==> config.mk <==
export PLATFORM = sky130hd
export DESIGN_NAME = text_mode_cell_line_renderer
export DESIGN_NICKNAME = d
export VERILOG_FILES = /design/src/design/tcl_pkg.sv /design/src/design/text_mode_cell_line_renderer.sv /design/src/design/tcl_glyph_ram.sv /design/src/design/tcl_decode.sv /design/src/design/tcl_pixel.sv
export SDC_FILE = /design/constraint.sdc
export NUM_CORES = 2
export LEC_CHECK = 0
export BUFFER_PORTS_ARGS = -buffer_cell sky130_fd_sc_hd__buf_4
export CAP_MARGIN = 20
export CORE_MARGIN = 2
export CORE_UTILIZATION = 40
export DETAILED_ROUTE_END_ITERATION = 10
export RECOVER_POWER = 50
export SYNTH_ARGS = -nofsm -noshare
export SYNTH_HDL_FRONTEND = slang
export SYNTH_SLANG_ARGS = --single-unit
==> constraint.sdc <==
create_clock -name clk -period 7.2 [get_ports clk]
set_input_delay 1.08 -clock clk [delete_from_list [all_inputs] [get_ports clk]]
set_output_delay 1.08 -clock clk [all_outputs]
set_load 0.05 [all_outputs]
==> src/design/tcl_pkg.sv <==
// Shared types, command codes and constants of the text-mode cell line renderer.
// Used by every module in the design folder; depends on nothing else.
package tcl_pkg;

  localparam logic [1:0] CMD_LOAD  = 2'd0;
  localparam logic [1:0] CMD_FRAME = 2'd1;
  localparam logic [1:0] CMD_DRAW  = 2'd2;

  localparam logic [1:0] CFG_PAGE_SELECT = 2'd0;
  localparam logic [1:0] CFG_FB_WIDTH    = 2'd1;
  localparam logic [1:0] CFG_FB_HEIGHT   = 2'd2;

  localparam int GLYPH_COUNT = 64;
  localparam int STORE_AW    = 9;
  localparam int CFG_DW      = 12;

  localparam logic [15:0] TEXT_PAGE0_BASE  = 16'h0400;
  localparam logic [15:0] TEXT_PAGE1_BASE  = 16'h0800;
  localparam logic [15:0] ROW_GROUP_STRIDE = 16'd40;
  localparam logic [9:0]  CELL_PIXEL_WIDTH = 10'd14;

  localparam logic [6:0] GLYPH_FIRST_CODE = 7'h20;
  localparam logic [6:0] GLYPH_LAST_CODE  = 7'h5F;

  localparam logic [11:0] FB_WIDTH_RESET  = 12'd560;
  localparam logic [11:0] FB_HEIGHT_RESET = 12'd384;

  // Cell data held between the decode stage and the pixel stage.
  typedef struct packed {
    logic [15:0] cell_address;
    logic [9:0]  fb_x;
    logic [9:0]  fb_y;
    logic        invert;
  } cell_info_t;

endpackage

==> src/design/text_mode_cell_line_renderer.sv <==
// Top level of the text-mode cell line renderer: configuration registers,
// frame counter, request handshake and the decode, glyph store and pixel stages.
// Depends on tcl_pkg, tcl_glyph_ram, tcl_decode and tcl_pixel.
//
// Usage:
//   The input channel (in_valid/in_ready) carries one request per accepted
//   cycle. A load request writes one byte of the 512-byte glyph store; a frame
//   request advances the 5-bit frame counter (flash is on while its bit 4 is
//   clear); a draw request produces exactly one result on the output channel
//   (out_valid/out_ready). Command code 3 is accepted and dropped.
//   A draw accepted at an edge fills the decode stage and reads the glyph
//   store at that edge, moves on to the pixel/clip register once that
//   register is free and is shown on out_* from then on, where the receiver
//   can take it.
//   Throughput: one request per unstalled cycle, set by the single glyph store
//   read port and the two-stage pipeline; load and frame requests take effect
//   as they are accepted, so a draw right behind a load sees the new byte.
//   Stall: when out_ready is low a full result register holds; the decode stage
//   still takes one more draw, and in_ready drops only when both are full.
//   Reset (rst_n low, synchronous) empties both stages, clears the frame
//   counter and restores page 0, width 560 and height 384. The glyph store
//   has no reset and must be loaded before the glyphs it holds are drawn.
//   The cfg_* port writes a register on any cycle with cfg_we high; it is
//   meant to be used only while no draw is in flight.
module text_mode_cell_line_renderer
  import tcl_pkg::*;
(
  input  logic              clk,
  input  logic              rst_n,
  input  logic              cfg_we,
  input  logic [1:0]        cfg_index,
  input  logic [CFG_DW-1:0] cfg_data,
  input  logic              in_valid,
  output logic              in_ready,
  input  logic [1:0]        in_command,
  input  logic [8:0]        in_glyph_addr,
  input  logic [7:0]        in_glyph_data,
  input  logic [4:0]        in_text_row,
  input  logic [5:0]        in_text_col,
  input  logic [2:0]        in_cell_line,
  input  logic [7:0]        in_char_code,
  output logic              out_valid,
  input  logic              out_ready,
  output logic [15:0]       out_cell_address,
  output logic [13:0]       out_pixels,
  output logic [9:0]        out_fb_x,
  output logic [9:0]        out_fb_y,
  output logic [13:0]       out_column_visible,
  output logic [1:0]        out_rows_visible
);

  logic              page_select_r;
  logic [CFG_DW-1:0] fb_width_r;
  logic [CFG_DW-1:0] fb_height_r;
  logic [4:0]        frame_cnt_r;
  logic [4:0]        frame_cnt_nxt;

  logic                in_accept;
  logic                draw_accept;
  logic                load_accept;
  logic                frame_accept;
  logic                s1_valid;
  cell_info_t          s1_info;
  logic [STORE_AW-1:0] glyph_rd_addr;
  logic [7:0]          glyph_line;
  logic                out_free;

  // The decode stage can take a request when it is empty or is moving on.
  assign in_ready     = !s1_valid || out_free;
  assign in_accept    = in_valid && in_ready;
  assign draw_accept  = in_accept && (in_command == CMD_DRAW);
  assign load_accept  = in_accept && (in_command == CMD_LOAD);
  assign frame_accept = in_accept && (in_command == CMD_FRAME);

  // Configuration registers; an index beyond the list is ignored.
  always_ff @(posedge clk) begin
    if (!rst_n) begin
      page_select_r <= 1'b0;
      fb_width_r    <= FB_WIDTH_RESET;
      fb_height_r   <= FB_HEIGHT_RESET;
    end else if (cfg_we) begin
      unique case (cfg_index)
        CFG_PAGE_SELECT: page_select_r <= cfg_data[0];
        CFG_FB_WIDTH:    fb_width_r    <= cfg_data;
        CFG_FB_HEIGHT:   fb_height_r   <= cfg_data;
        default:         ;
      endcase
    end
  end

  // Frame counter wraps naturally at 32.
  assign frame_cnt_nxt = frame_accept ? frame_cnt_r + 5'd1 : frame_cnt_r;

  always_ff @(posedge clk) begin
    if (!rst_n) begin
      frame_cnt_r <= 5'd0;
    end else begin
      frame_cnt_r <= frame_cnt_nxt;
    end
  end

  tcl_glyph_ram u_glyph_ram (
    .clk     (clk),
    .wr_en   (load_accept),
    .wr_addr (in_glyph_addr),
    .wr_data (in_glyph_data),
    .rd_en   (draw_accept),
    .rd_addr (glyph_rd_addr),
    .rd_data (glyph_line)
  );

  // The flash phase is sampled when the draw is accepted, so later frame
  // requests cannot change a draw already in the pipeline.
  tcl_decode u_decode (
    .clk           (clk),
    .rst_n         (rst_n),
    .load          (draw_accept),
    .drain         (out_free),
    .page_select   (page_select_r),
    .flash_on      (!frame_cnt_r[4]),
    .text_row      (in_text_row),
    .text_col      (in_text_col),
    .cell_line     (in_cell_line),
    .char_code     (in_char_code),
    .glyph_rd_addr (glyph_rd_addr),
    .s1_valid      (s1_valid),
    .s1_info       (s1_info)
  );

  tcl_pixel u_pixel (
    .clk                (clk),
    .rst_n              (rst_n),
    .s1_valid           (s1_valid),
    .s1_info            (s1_info),
    .glyph_line         (glyph_line),
    .fb_width           (fb_width_r),
    .fb_height          (fb_height_r),
    .out_ready          (out_ready),
    .out_free           (out_free),
    .out_valid          (out_valid),
    .out_cell_address   (out_cell_address),
    .out_pixels         (out_pixels),
    .out_fb_x           (out_fb_x),
    .out_fb_y           (out_fb_y),
    .out_column_visible (out_column_visible),
    .out_rows_visible   (out_rows_visible)
  );

  // A frame request advances the counter by exactly one, modulo 32.
  a_frame_step: assert property (@(posedge clk) disable iff (!rst_n)
    frame_accept |=> frame_cnt_r == $past(frame_cnt_r) + 5'd1)
    else $error("frame counter did not advance by one");

  // A stage-one cell that can move on always shows up as a result.
  a_s1_to_out: assert property (@(posedge clk) disable iff (!rst_n)
    (s1_valid && out_free) |=> out_valid)
    else $error("decoded cell lost between stages");

  // Load and frame requests never occupy the decode stage.
  a_no_result_for_ctrl: assert property (@(posedge clk) disable iff (!rst_n)
    (in_accept && (in_command != CMD_DRAW) && out_free) |=> !s1_valid)
    else $error("non-draw request entered the pipeline");

  // An accepted draw is held in the decode stage on the next cycle.
  a_draw_enters: assert property (@(posedge clk) disable iff (!rst_n)
    draw_accept |=> s1_valid)
    else $error("accepted draw missing from decode stage");

  // Reset restores the default framebuffer size.
  a_cfg_reset: assert property (@(posedge clk)
    !rst_n |=> (fb_width_r == FB_WIDTH_RESET) && (fb_height_r == FB_HEIGHT_RESET))
    else $error("framebuffer size not restored by reset");

endmodule

==> src/design/tcl_glyph_ram.sv <==
// Glyph store: 512 x 8 single-port-write, registered-read memory.
// Depends on tcl_pkg for the address width.
module tcl_glyph_ram
  import tcl_pkg::*;
(
  input  logic                clk,
  input  logic                wr_en,
  input  logic [STORE_AW-1:0] wr_addr,
  input  logic [7:0]          wr_data,
  input  logic                rd_en,
  input  logic [STORE_AW-1:0] rd_addr,
  output logic [7:0]          rd_data
);

  logic [7:0] mem [2**STORE_AW];
  logic [7:0] rd_data_r;

  always_ff @(posedge clk) begin
    if (wr_en) begin
      mem[wr_addr] <= wr_data;
    end
  end

  // Read data holds while the pixel stage is stalled.
  always_ff @(posedge clk) begin
    if (rd_en) begin
      rd_data_r <= mem[rd_addr];
    end
  end

  assign rd_data = rd_data_r;

endmodule

==> src/design/tcl_decode.sv <==
// Decode stage: glyph selection, video address, coordinates and inverse flag.
// Depends on tcl_pkg for constants and the cell_info_t stage register type.
module tcl_decode
  import tcl_pkg::*;
(
  input  logic                clk,
  input  logic                rst_n,
  input  logic                load,
  input  logic                drain,
  input  logic                page_select,
  input  logic                flash_on,
  input  logic [4:0]          text_row,
  input  logic [5:0]          text_col,
  input  logic [2:0]          cell_line,
  input  logic [7:0]          char_code,
  output logic [STORE_AW-1:0] glyph_rd_addr,
  output logic                s1_valid,
  output cell_info_t          s1_info
);

  logic [6:0]  glyph_idx;
  logic [6:0]  glyph_off;
  logic [5:0]  glyph_sel;
  logic        idx_in_range;
  logic [15:0] page_base;
  logic        s1_valid_r;
  logic        s1_valid_nxt;
  cell_info_t  s1_info_r;
  cell_info_t  s1_info_nxt;

  always_comb begin
    // Inverse and flash codes fold onto the low 64 codes; normal codes drop bit 7.
    glyph_idx    = char_code[7] ? char_code[6:0] : {1'b0, char_code[5:0]};
    glyph_off    = glyph_idx - GLYPH_FIRST_CODE;
    idx_in_range = (glyph_idx >= GLYPH_FIRST_CODE) && (glyph_idx <= GLYPH_LAST_CODE)
                   && ({3'b000, glyph_off[5:0]} < 9'(GLYPH_COUNT));
    glyph_sel    = idx_in_range ? glyph_off[5:0] : 6'd0;
    glyph_rd_addr = {glyph_sel, cell_line};

    page_base = page_select ? TEXT_PAGE1_BASE : TEXT_PAGE0_BASE;

    s1_info_nxt.cell_address = page_base
                               + {6'd0, text_row[2:0], 7'd0}
                               + 16'(ROW_GROUP_STRIDE * {14'd0, text_row[4:3]})
                               + {10'd0, text_col};
    s1_info_nxt.fb_x   = 10'({4'd0, text_col} * CELL_PIXEL_WIDTH);
    s1_info_nxt.fb_y   = {1'b0, text_row, cell_line, 1'b0};
    s1_info_nxt.invert = !char_code[7] && (!char_code[6] || flash_on);
  end

  always_comb begin
    priority if (load) begin
      s1_valid_nxt = 1'b1;
    end else if (drain) begin
      s1_valid_nxt = 1'b0;
    end else begin
      s1_valid_nxt = s1_valid_r;
    end
  end

  always_ff @(posedge clk) begin
    if (!rst_n) begin
      s1_valid_r <= 1'b0;
    end else begin
      s1_valid_r <= s1_valid_nxt;
    end
  end

  always_ff @(posedge clk) begin
    if (load) begin
      s1_info_r <= s1_info_nxt;
    end
  end

  assign s1_valid = s1_valid_r;
  assign s1_info  = s1_info_r;

endmodule

==> src/design/tcl_pixel.sv <==
// Pixel stage: inversion, pixel doubling, clip masks and the result register.
// Depends on tcl_pkg for cell_info_t and the configuration width.
module tcl_pixel
  import tcl_pkg::*;
(
  input  logic              clk,
  input  logic              rst_n,
  input  logic              s1_valid,
  input  cell_info_t        s1_info,
  input  logic [7:0]        glyph_line,
  input  logic [CFG_DW-1:0] fb_width,
  input  logic [CFG_DW-1:0] fb_height,
  input  logic              out_ready,
  output logic              out_free,
  output logic              out_valid,
  output logic [15:0]       out_cell_address,
  output logic [13:0]       out_pixels,
  output logic [9:0]        out_fb_x,
  output logic [9:0]        out_fb_y,
  output logic [13:0]       out_column_visible,
  output logic [1:0]        out_rows_visible
);

  logic        out_valid_r;
  logic        out_valid_nxt;
  logic        take;
  logic [6:0]  shown;
  logic [13:0] pixels_nxt;
  logic [13:0] colmask_nxt;
  logic [1:0]  rowmask_nxt;
  logic [15:0] cell_address_r;
  logic [13:0] pixels_r;
  logic [9:0]  fb_x_r;
  logic [9:0]  fb_y_r;
  logic [13:0] colmask_r;
  logic [1:0]  rowmask_r;

  assign out_free = !out_valid_r || out_ready;
  assign take     = s1_valid && out_free;

  always_comb begin
    // Bit 7 of a glyph line is never displayed.
    shown = s1_info.invert ? ~glyph_line[6:0] : glyph_line[6:0];
    for (int k = 0; k < 7; k++) begin
      pixels_nxt[2*k]   = shown[k];
      pixels_nxt[2*k+1] = shown[k];
    end
    for (int j = 0; j < 14; j++) begin
      colmask_nxt[j] = ({2'b00, s1_info.fb_x} + CFG_DW'(j)) < fb_width;
    end
    rowmask_nxt[0] = {2'b00, s1_info.fb_y} < fb_height;
    rowmask_nxt[1] = {2'b00, s1_info.fb_y[9:1], 1'b1} < fb_height;
  end

  always_comb begin
    priority if (take) begin
      out_valid_nxt = 1'b1;
    end else if (out_ready) begin
      out_valid_nxt = 1'b0;
    end else begin
      out_valid_nxt = out_valid_r;
    end
  end

  always_ff @(posedge clk) begin
    if (!rst_n) begin
      out_valid_r <= 1'b0;
    end else begin
      out_valid_r <= out_valid_nxt;
    end
  end

  always_ff @(posedge clk) begin
    if (take) begin
      cell_address_r <= s1_info.cell_address;
      pixels_r       <= pixels_nxt;
      fb_x_r         <= s1_info.fb_x;
      fb_y_r         <= s1_info.fb_y;
      colmask_r      <= colmask_nxt;
      rowmask_r      <= rowmask_nxt;
    end
  end

  assign out_valid          = out_valid_r;
  assign out_cell_address   = cell_address_r;
  assign out_pixels         = pixels_r;
  assign out_fb_x           = fb_x_r;
  assign out_fb_y           = fb_y_r;
  assign out_column_visible = colmask_r;
  assign out_rows_visible   = rowmask_r;

endmodule
==> qor.csv <==
metric;value;unit
status;finished, violations left;
failing checks;capacitance limit, slew limit;
Avg Inst Size Synth;20.1;µm²
DR WL/cell;29.2;µm
CP delay by family, top;buffers and inverters;
WP data arrival;6.21;ns
Inst Count DP;12000;
# setup viols final;0;
cells after synthesis;7323;
Max Fclk;0.183;GHz
net switching power;9840;µW
DR vias;72700;
Routability Congestion;0.847;
Switching Fraction;21.8;%
Reg power frac;52.8;%
drt pass-1 iters;6;
setup bufs post-CTS;0;
register bit total from synthesis;3703;
Slew HR;-247;%
GR Overflow Total;0;
Worst Hold Class;input pin to flip-flop;
H-tree depth;5;
RSZ-0062 raised after global routing;false;
post-synthesis sequential area ratio;75.2;%
Post-DRT Antenna Nets;0;
CTS max path bufs;4;
max-cap violations;22;
WS Path Type;input pin to flip-flop;
Slew @ Worst Pin;5.21;ns
Leak;0.0523;µW
Bufs and invs on worst path;2;
initial core utilization;40.3;%
WL final;370;mm
pin count of the biggest net entering global routing;215;
Cell variety after synth;62;
async set-reset flop share out of synthesis;0;%
share of layout cells above drive strength 1;19.6;%
number of flops mapped to enable cells by yosys;3671;
I/O Pins;128;
crit-path cells;buf_8 -> clkbuf_1 -> mux4_2 -> nor2_1 -> a221oi_1 -> o22ai_1 -> o21ai_0 -> nand4_1 -> nand4_1;
Tmin final;5.45;ns
# nets final;7671;
Critical Path Most Common Cell;nand4_1;
CP endpoint kind;flip-flop;
final non-filler cell total;12600;
First DRT Iteration DRCs;8928;
first-pass GRT wire length;528;mm
Remaining DRCs;0;
Row Count;222;
Post-Syn Area;0.147;mm²
Slowest cell on crit path;clkbuf_1;
DR vias/cell;5.75;
area grow syn2layout;11.9;%
initial antenna violation count;32;
Power Density;273;mW/mm²
Syn. warnings;0;
cts repair resizes;0;
DP HPWL;216;mm
number of hold buffers added after CTS;0;
CP Launch Type;input pin;
clk_lat worst skew;0.96;ns
clock-pin slew on the worst setup and hold paths;0.07;ns
Tcrit/Tclk final;75.7;%
die area;0.373;mm²
CTS sink count;3703;
setup TNS;0;ns
IO Port Bufs;119;
part of the power in the clock network;41.8;%
VDD IR-drop max;0.184;mV
die width;611;µm
Post-synth top flop;edfxtp_1;
CTS tree;yes;
critical path required time;7.95;ns
Internal Pwr Total;35300;µW
core box area;0.366;mm²
share of total power in combinational logic;5.4;%
vias in the first global route;73100;
die height;611;µm
Max stage delay on crit path;2.13;ns
root buf cell;clkbuf_16;
cts bufs inserted;373;
Final Max Slew Viols;2176;
clock skew;0.0594;ns
GRT Util Overall;19.4;%
final hold viol count;0;
CP Max Fanout;51;
==> layout make-up <==
type	instances	area (µm²)
well taps	4816	6030
clock inverters	228	2090
multi-input cells	3123	33600
inverters	49	184
fillers	30700	201000
repair buffers	262	2360
diodes	10	25.0
flip-flops and latches	3703	111000
clock buffers	457	9730
==> per-layer routing <==
layer	routed length (µm)	track usage (%)	up-vias
li1	-	-	30500
met1	153000	27.1	38700
met2	177000	31.2	2994
met3	28100	3.09	584
met4	11600	6.17	0
met5	0	0	-
==> power by group through the flow <==
stage	sequential [µW]	combinational [µW]	clock [µW]
detailed placement	24200	2440	0
global route	23800	2560	20000
global placement	24200	2400	0
floorplan	24200	1370	0
CTS	23800	2440	19100
finish	23800	2420	18900
==> cells in the final DEF (no fill, tap or decap), drive strengths merged, types with 30 or more instances in the layout <==
cell type  synthesis  routed
a21o              42      42
a21oi            108     108
a221oi           144     144
a22oi            134     134
buf              267     231
clkbuf           186     488
clkinv             0     174
dfxtp             32      32
edfxtp          3671    3671
ha                92      92
inv               49      60
mux2              70      70
mux2i            542     542
mux4             737     737
nand2            107     107
nand4             44      44
nor2             698     698
o21ai             72      72
o22ai            108     108
xnor2             30      30
==> per-stage QoR <==
| stage | area [µm²] | total power [µW] | util [%] | worst slack [ns] | hold WS (ns) |
|---|---|---|---|---|---|
| detailed placement | 153000 | 26700 | 41.9 | 2.21 | 0.405 |
| global route | 165000 | 46300 | 45.0 | 1.39 | 0.399 |
| finish | 165000 | 45100 | 45.1 | 1.75 | 0.408 |
| floorplan | 147000 | 25600 | - | 3.31 | 0.400 |
| global placement | 153000 | 26600 | 41.9 | 2.30 | 0.404 |
| CTS | 165000 | 45400 | 45.1 | 3.08 | 0.305 |
==> worst paths after layout <==
kind         slack (ns)            startpoint                     endpoint  depth (start not counted)
min reg2reg        0.42  u_decode.s1_info[27]  u_pixel.out_cell_address[6]                          0
max                1.75       in_cell_line[1]       u_glyph_ram.rd_data[0]                          9
min                0.41           cfg_data[8]               fb_height_r[8]                          3
max reg2reg        3.09     u_decode.s1_valid      u_glyph_ram.mem[113][0]                          7
==> cell families after synthesis <==
kind of cell / Yosys count / synth area share [%]
other cells: 1 / 0.00254
mux: 1349 / 15.7
flops: 3703 / 75.2
compound gates: 656 / 3.08
simple gates: 954 / 2.69
fa+ha+maj: 99 / 0.876
xor+xnor: 58 / 0.345
buf+inv: 503 / 2.12
==> sequential cells by signal (all words and copies together) (netlist names), 7 cells and up <==
| register | flops |
|---|---|
| u_pixel.out_cell_address | 12 |
| u_decode.s1_info | 29 |
| u_pixel.out_fb_y | 8 |
| fb_height_r | 12 |
| u_pixel.out_fb_x | 8 |
| fb_width_r | 12 |
| u_pixel.out_column_visible | 14 |
| u_glyph_ram.mem | 3584 |
| u_glyph_ram.rd_data | 7 |
| u_pixel.out_pixels | 7 |
==> Yosys cell counts, types with 19 or more instances <==
| master | count | share of area [%] |
|---|---|---|
| clkbuf_1 | 171 | 0.44 |
| a21boi_0 | 21 | 0.11 |
| o21ai_0 | 61 | 0.21 |
| mux4_1 | 69 | 1.2 |
| buf_6 | 38 | 0.29 |
| a221oi_1 | 144 | 0.86 |
| mux4_2 | 668 | 10 |
| buf_12 | 19 | 0.26 |
| inv_1 | 49 | 0.12 |
| edfxtp_1 | 3671 | 75 |
| a22oi_1 | 134 | 0.68 |
| a21o_1 | 42 | 0.21 |
| mux2_2 | 70 | 0.53 |
| nand2_1 | 107 | 0.27 |
| buf_4 | 75 | 0.38 |
| buf_1 | 41 | 0.10 |
| nand4_1 | 44 | 0.19 |
| dfxtp_1 | 32 | 0.43 |
| o22ai_1 | 108 | 0.46 |
| xor2_1 | 28 | 0.17 |
| ha_1 | 92 | 0.78 |
| mux2i_1 | 542 | 3.7 |
| buf_2 | 79 | 0.27 |
| nand3_1 | 20 | 0.068 |
| nor2_1 | 698 | 1.8 |
| xnor2_1 | 30 | 0.18 |
| nor2b_1 | 19 | 0.081 |
| a21oi_1 | 108 | 0.37 |
==> worst register-to-register path, delay by kind of cell, from the launching register on <==
family	cells	cell delay (ns)
AND/OR/NAND/NOR	7	3.41
flip-flops	1	0.33
Power figures use the tool's default switching activity.
